===== src/rtl/cfra_pkg.sv =====
// Package: shared constants, codes and controller/datapath interface types.
package cfra_pkg;

    localparam int FRAC_BITS_DEF = 32;
    localparam int INT_BITS_DEF  = 31;

    localparam int VALUE_W = 64;
    localparam int NUM_W   = 32;
    localparam int DEN_W   = 32;
    localparam int ERR_W   = 40;
    localparam int STS_W   = 2;
    localparam int MAXN_W  = 31;
    localparam int MAXD_W  = 32;
    localparam int CFG_W   = 32;

    localparam logic [MAXN_W-1:0] MAXN_RESET = 31'd32767;
    localparam logic [MAXD_W-1:0] MAXD_RESET = 32'd65535;
    localparam logic [30:0]       RECIP_LIMIT = 31'h7FFF_FFFF;
    localparam logic [ERR_W-1:0]  ZERO_ERROR = 40'h64_0000_0000;

    // register indexes
    localparam logic CFG_MAX_NUM = 1'b0;
    localparam logic CFG_MAX_DEN = 1'b1;

    // result status codes
    localparam logic [STS_W-1:0] STS_OK    = 2'd0;
    localparam logic [STS_W-1:0] STS_ZERO  = 2'd1;
    localparam logic [STS_W-1:0] STS_RANGE = 2'd2;

    typedef enum logic [1:0] {
        RES_OK,
        RES_ZERO,
        RES_RANGE
    } t_res;

    typedef enum logic [3:0] {
        S_IDLE,
        S_LOAD,
        S_MUL,
        S_CHECK,
        S_DIV,
        S_DIVW,
        S_FDIV,
        S_FDIVW,
        S_EMIT
    } t_state;

    // controller -> datapath
    typedef struct packed {
        logic accept;
        logic load;
        logic mul;
        logic check;
        logic div_start;
        logic div_long;
        logic div_take;
        logic ratio_take;
        logic emit;
        t_res res;
    } t_cmd;

    // datapath -> controller
    typedef struct packed {
        logic zero;
        logic fits;
        logic stop;
        logic any;
        logic div_done;
        logic out_free;
    } t_sts;

endpackage


===== src/rtl/cfra_ctrl.sv =====
// Controller: sequences load, multiply, check, divide and emit steps.
module cfra_ctrl (
    input  logic           i_clk,
    input  logic           i_rst_n,
    input  logic           i_valid,
    output logic           o_ready,
    input  cfra_pkg::t_sts i_sts,
    output cfra_pkg::t_cmd o_cmd
);

    cfra_pkg::t_state r_state, n_state;
    cfra_pkg::t_res   r_res, n_res;

    always_ff @(posedge i_clk) begin
        if (!i_rst_n) begin
            r_state <= cfra_pkg::S_IDLE;
            r_res   <= cfra_pkg::RES_OK;
        end else begin
            r_state <= n_state;
            r_res   <= n_res;
        end
    end

    always_comb begin
        n_state = r_state;
        n_res   = r_res;
        o_cmd   = '0;
        o_cmd.res = r_res;
        o_ready = 1'b0;
        unique case (r_state)
            cfra_pkg::S_IDLE: begin
                o_ready = 1'b1;
                if (i_valid) begin
                    o_cmd.accept = 1'b1;
                    n_state = cfra_pkg::S_LOAD;
                end
            end
            cfra_pkg::S_LOAD: begin
                o_cmd.load = 1'b1;
                if (i_sts.zero) begin
                    n_res   = cfra_pkg::RES_ZERO;
                    n_state = cfra_pkg::S_EMIT;
                end else begin
                    n_state = cfra_pkg::S_MUL;
                end
            end
            cfra_pkg::S_MUL: begin
                o_cmd.mul = 1'b1;
                n_state = cfra_pkg::S_CHECK;
            end
            cfra_pkg::S_CHECK: begin
                o_cmd.check = 1'b1;
                priority if (!i_sts.fits) begin
                    if (i_sts.any) begin
                        n_state = cfra_pkg::S_FDIV;
                    end else begin
                        n_res   = cfra_pkg::RES_RANGE;
                        n_state = cfra_pkg::S_EMIT;
                    end
                end else if (i_sts.stop) begin
                    n_state = cfra_pkg::S_FDIV;
                end else begin
                    n_state = cfra_pkg::S_DIV;
                end
            end
            cfra_pkg::S_DIV: begin
                o_cmd.div_start = 1'b1;
                n_state = cfra_pkg::S_DIVW;
            end
            cfra_pkg::S_DIVW: begin
                if (i_sts.div_done) begin
                    o_cmd.div_take = 1'b1;
                    n_state = cfra_pkg::S_MUL;
                end
            end
            cfra_pkg::S_FDIV: begin
                o_cmd.div_start = 1'b1;
                o_cmd.div_long  = 1'b1;
                n_state = cfra_pkg::S_FDIVW;
            end
            cfra_pkg::S_FDIVW: begin
                o_cmd.div_long = 1'b1;
                if (i_sts.div_done) begin
                    o_cmd.ratio_take = 1'b1;
                    n_res   = cfra_pkg::RES_OK;
                    n_state = cfra_pkg::S_EMIT;
                end
            end
            cfra_pkg::S_EMIT: begin
                if (i_sts.out_free) begin
                    o_cmd.emit = 1'b1;
                    n_state = cfra_pkg::S_IDLE;
                end
            end
            default: n_state = cfra_pkg::S_IDLE;
        endcase
    end

endmodule


===== config.mk =====
export PLATFORM = sky130hd
export DESIGN_NAME = cfra_ctrl
export DESIGN_NICKNAME = d
export VERILOG_FILES = /design/src/rtl/cfra_pkg.sv /design/src/rtl/cfra_ctrl.sv
export SDC_FILE = /design/constraint.sdc
export NUM_CORES = 1
export LEC_CHECK = 0
export ABC_AREA = 1
export BUFFER_PORTS_ARGS = -buffer_cell sky130_fd_sc_hd__buf_2
export CORE_AREA = 10 10 47 49
export DETAILED_ROUTE_END_ITERATION = 8
export DIE_AREA = 0 0 57 59
export PLACE_DENSITY_LB_ADDON = 0.2
export SETUP_SLACK_MARGIN = 0.05
export SYNTH_ARGS = -nofsm -noshare
export SYNTH_HDL_FRONTEND = slang
export SYNTH_SLANG_ARGS = --single-unit

===== constraint.sdc =====
create_clock -name i_clk -period 2.8 [get_ports i_clk]
set_input_delay 0 -clock i_clk [delete_from_list [all_inputs] [get_ports i_clk]]
set_output_delay 0 -clock i_clk [all_outputs]
set_load 0.03 [all_outputs]

======== After elaboration in Yosys (flattened, before gate mapping) ========
Index checks and enable logic that the tools add are counted.
word-level totals
  output and inout port bits .............. 12
  register bits after elaboration ......... 6
  input bits .............................. 9
operators by class
  multiplexer cells ....................... 27
  equality and inequality tests ........... 15
  reductions and logical operators ........ 6
operator list
  operator                                        count
  case mux 4 bit (9 select lines)                 1
  2-to-1 mux 4 bit                                7
  == test 4 x 3 -> 1 bit (second input constant)  4
  inequality test 2 bit (second input constant)   7
  2-to-1 mux 1 bit                                13
  2-to-1 mux 2 bit                                5
  == test 4 x 2 -> 1 bit (second input constant)  2
  case mux 2 bit (3 select lines)                 1
  AND reduction 5 bit                             1
  == test 4 x 1 -> 1 bit (second input constant)  1
  == test 4 bit (second input constant)           1
  logical NOT 4 bit                               1
  AND reduction 4 bit                             1
  OR reduction 2 bit                              2
  nonzero test 3 bit                              1

======== Depth between registers and ports, before layout ========
  depth in word-level cells ............... 3
  gate-level depth with buffers ........... 9
  mapped depth without buffers ............ 9

======== Worst setup path after synthesis ========
OpenSTA, ideal clock, no wires.
  path type ............................... reg2reg
  start point ............................. reg r_state[3]
  end point ............................... reg r_state[1]
  library setup time ...................... 70 ps
  arrival ................................. 1279 ps
  clock period less this slack ............ 1348 ps
  path slack .............................. 1452 ps
  buffers on the path ..................... 0
  stages on the path, launching flop included .. 8
  required time ........................... 2730 ps
  cells stage by stage .................... dfxtp_1 -> inv_1 -> nand2_1 -> nor2_1 -> nand2_1 -> nand3_1 -> nand2_1 -> a21oi_1
between the ends
  longest elaborated chain between the ends .. 3
  elaborated cells between the ends (all ways) .. 15
  those cells by class .................... eq/ne: 12; mux: 1; reduce/logical: 2
ends and longest elaborated chain
  what                                                  line             source
  start: declaration                                    cfra_ctrl.sv:11  cfra_pkg::t_state r_state, n_state;
  start signal: assignment                              cfra_ctrl.sv:16  r_state <= cfra_pkg::S_IDLE;
  start signal: assignment                              cfra_ctrl.sv:19  r_state <= n_state;
  == test 4 x 3 -> 1 bit, or another cell as far along  cfra_ctrl.sv:30  unique case (r_state)
  inequality test 2 bit (no source line)                n/a
  AND reduction 4 bit (no source line)                  n/a
Parallel ways exist; a longest one is shown, timed or not.
A chain may end at the register's enable or synchronous reset.

==> results by group <==
Status
  • Outcome: complete, no violations

Setup path
  • Worst Setup SP: r_state[2]
  • Worst Path Max Fanout: 5
  • CP endpoint kind: primary output
  • Kind of critical path: register to primary output
  • Slowest stage delay, CP: 0.34 ns
  • Critical Path Source Type: register
  • Critical-path cell list: nor2_1 > nand2_1 > nor2_1 > buf_2
  • Crit path top cell by count: nor2_1
  • RR Startpoint: r_state[2]
  • Crit path DAT: between 1 and 1.5 ns
  • Worst path required time: ~2.8 ns
  • CP max-delay cell: dfxtp_1

CTS
  • CTS tree: yes
  • Worst skew pair latency: 0.25 ns
  • Setup bufs post-CTS: 0
  • Clock tree buffer depth: 2
  • H-tree levels: 1
  • Number of buffers created by CTS: 3
  • Root Driver: clkbuf_4
  • Resized cells post-CTS: 0
  • Sink Count: 6
  • CTS clk-pin slew, worst paths: 0.05 ns
  • Post-CTS Hold Buffers: 0

Detailed routing
  • # DRC: 0
  • Vias per Instance: 4.37
  • Length of the first detailed-routing pass in iterations: 4
  • Post-route ant nets: 0
  • Vias post-DR: 529
  • Drt total wl: ~1200 µm
  • DR WL/cell: 10.1 µm
  • Initial DRC count: 4

Floorplanning
  • Die width: 57 µm
  • Initial Util: 31.3%
  • Std cell rows: 14
  • Core area: ~0.0014 mm²
  • Number of I/O pins: 21
  • Die Y: 59 µm
  • Full die area: 0.00336 mm²

Yosys
  • Top cells by area, synth: dfxtp_1 (27%), nand2_1 (17%), nor2_1 (16%)
  • Proportion of synthesized chip area in sequential cells: between 20% and 30%
  • Syn_nets: 91
  • Post-synth EDFFs: 0
  • Avg Inst Size Synth: between 5 and 6 µm²
  • Area share of fa/ha/maj cells after synthesis: 0%
  • Synth Area in Simple Gates: 51.4%
  • Synth Area in Compound Gates: 5.71%
  • Predominant post-synthesis flop cell: dfxtp_1
  • Area of the mapped netlist: 438 µm²
  • #FFs+latches synth: 6
  • Yosys warnings: 0
  • Gate Count Post-Synth: between 80 and 90
  • Top cell type's share of synthesized area: 27.4%
  • Async SR Flop Fraction: 0%
  • Most instantiated cells after synthesis: nand2_1 (20), nor2_1 (19), inv_1 (18)
  • Synth cell types: 11
  • Multiplexer area fraction after synthesis: 0%
  • Synth Area in XOR/XNOR: 0%
  • Largest family of logic cells by synthesized area: simple AND/OR/NAND/NOR gates
  • Most common cell in the netlist: nand2_1
  • Largest area contributor in the netlist: dfxtp_1

Timing
  • Skew final: 0.00283 ns
  • Max Transition Viols Final: 0
  • RSZ-0062 raised after global routing: no
  • Slew at the pin closest to its max-slew limit: 0.315 ns
  • Setup TNS: 0 ns
  • Slew margin rel.: 78.9%
  • Min Hold Slack: roughly 0.02 ns
  • Max Freq: around 0.8 GHz
  • Tmin final: 1.25 ns
  • Worst setup margin: 1.55 ns
  • Final Setup Violations: 0
  • Crit share post-route: around 45%
  • Final hold vios: 0

Power
  • Overall Power: 0.418 mW
  • P_leak: 0.373 nW
  • Max VDD drop: 0.000276 V
  • Pwr dens: 721 mW/mm²

Finish
  • Layout cells sized above 1: 24.8%
  • Antenna cells: 0
  • Filler cells: 171
  • Register area: 120 µm²
  • Area of the multi-input gates: 250 µm²
  • Area Overhead vs Synth: 32.6%
  • Nets@finish: 116
  • Fin cells: 121

Global route
  • Number of global-route vias before repair: between 500 and 600
  • First-pass GRT wire length: 2130 µm
  • Largest net degree at the start of global routing: 6
  • Antenna violations before repair: 0
  • GR Overflow Total: 0
  • Total Routing Usage GR: under 10%

Min path
  • Worst Hold Launch: i_rst_n
  • Hold Path Class: primary input to register

Placed design
  • Final HPWL DP: 1040 µm
  • Port buffer count: 20
  • DP Cell Count: 118
  • Gp weighted congestion: 0.794
  • Setup WS pre-CTS: ~1.6 ns

Job
  • Max Cap Viol: 0
## per-stage QoR
step                cell area [µm²]  util [%]
floorplan                       438         -
global placement                558      39.8
detailed placement              558      39.8
CTS                             581      41.4
global route                    581      41.4
finish                          581      41.4
## flip-flops by register name (all words and copies together) (netlist names)
signal,cells
r_state,4
r_res,2
## path summary, 6_finish.rpt
kind	end	slack, ns	cells after the start
worst max-delay path	o_cmd[10]	1.55	4
worst min-delay path	r_res[0]	0.02	3
worst max register to register	r_res[1]	1.56	8
worst min register to register	r_res[1]	0.48	2
## metal layers
metal	up-vias	part of all wire [%]	track usage (%)	wire length (µm)
met1	221	45	8.40	553
met2	15	46	12.2	564
met5	-	0	0	0
li1	291	-	-	-
met3	2	7.3	3.22	89
met4	0	1.1	5.03	14
## placed cells by master, fill, tap and decap left out, types with 2 or more instances in the layout
| cell | netlist | routed |
|---|---|---|
| o21ai_0 | 3 | 3 |
| dfxtp_1 | 6 | 6 |
| a21oi_1 | 2 | 2 |
| buf_2 | 0 | 20 |
| nand3_1 | 7 | 7 |
| inv_1 | 18 | 18 |
| nand2_1 | 20 | 20 |
| nor2_1 | 19 | 19 |
| nor3_1 | 4 | 4 |
| clkbuf_4 | 0 | 3 |
## critical path: cells and delay by family (launching register included)
kind	cells	cell delay, ns
buf+inv	1	0.20
flops	1	0.34
simple gates	3	0.47
## where the power goes
part	total (mW)	switching, mW	internal (mW)
logic	0.220	0.156	0.0636
clock network	0.0810	0.0324	0.0486
registers	0.117	0.0132	0.104
## final cells by class
class | instances | area share, %
flip-flops and latches | 6 | 20.7
clock buffers | 3 | 3.88
repair buffers | 20 | 17.2
well taps | 16 | 3.45
inverters | 18 | 11.6
multi-input cells | 58 | 43.1
## cell families (layout without fill, tap and decap cells)
family	after synthesis	count (layout)
AO/OA/AOI/OAI	5	5
flip-flops	6	6
buffers and inverters	18	41
AND/OR/NAND/NOR	53	53
No activity file was read; power rests on OpenSTA's default activity.
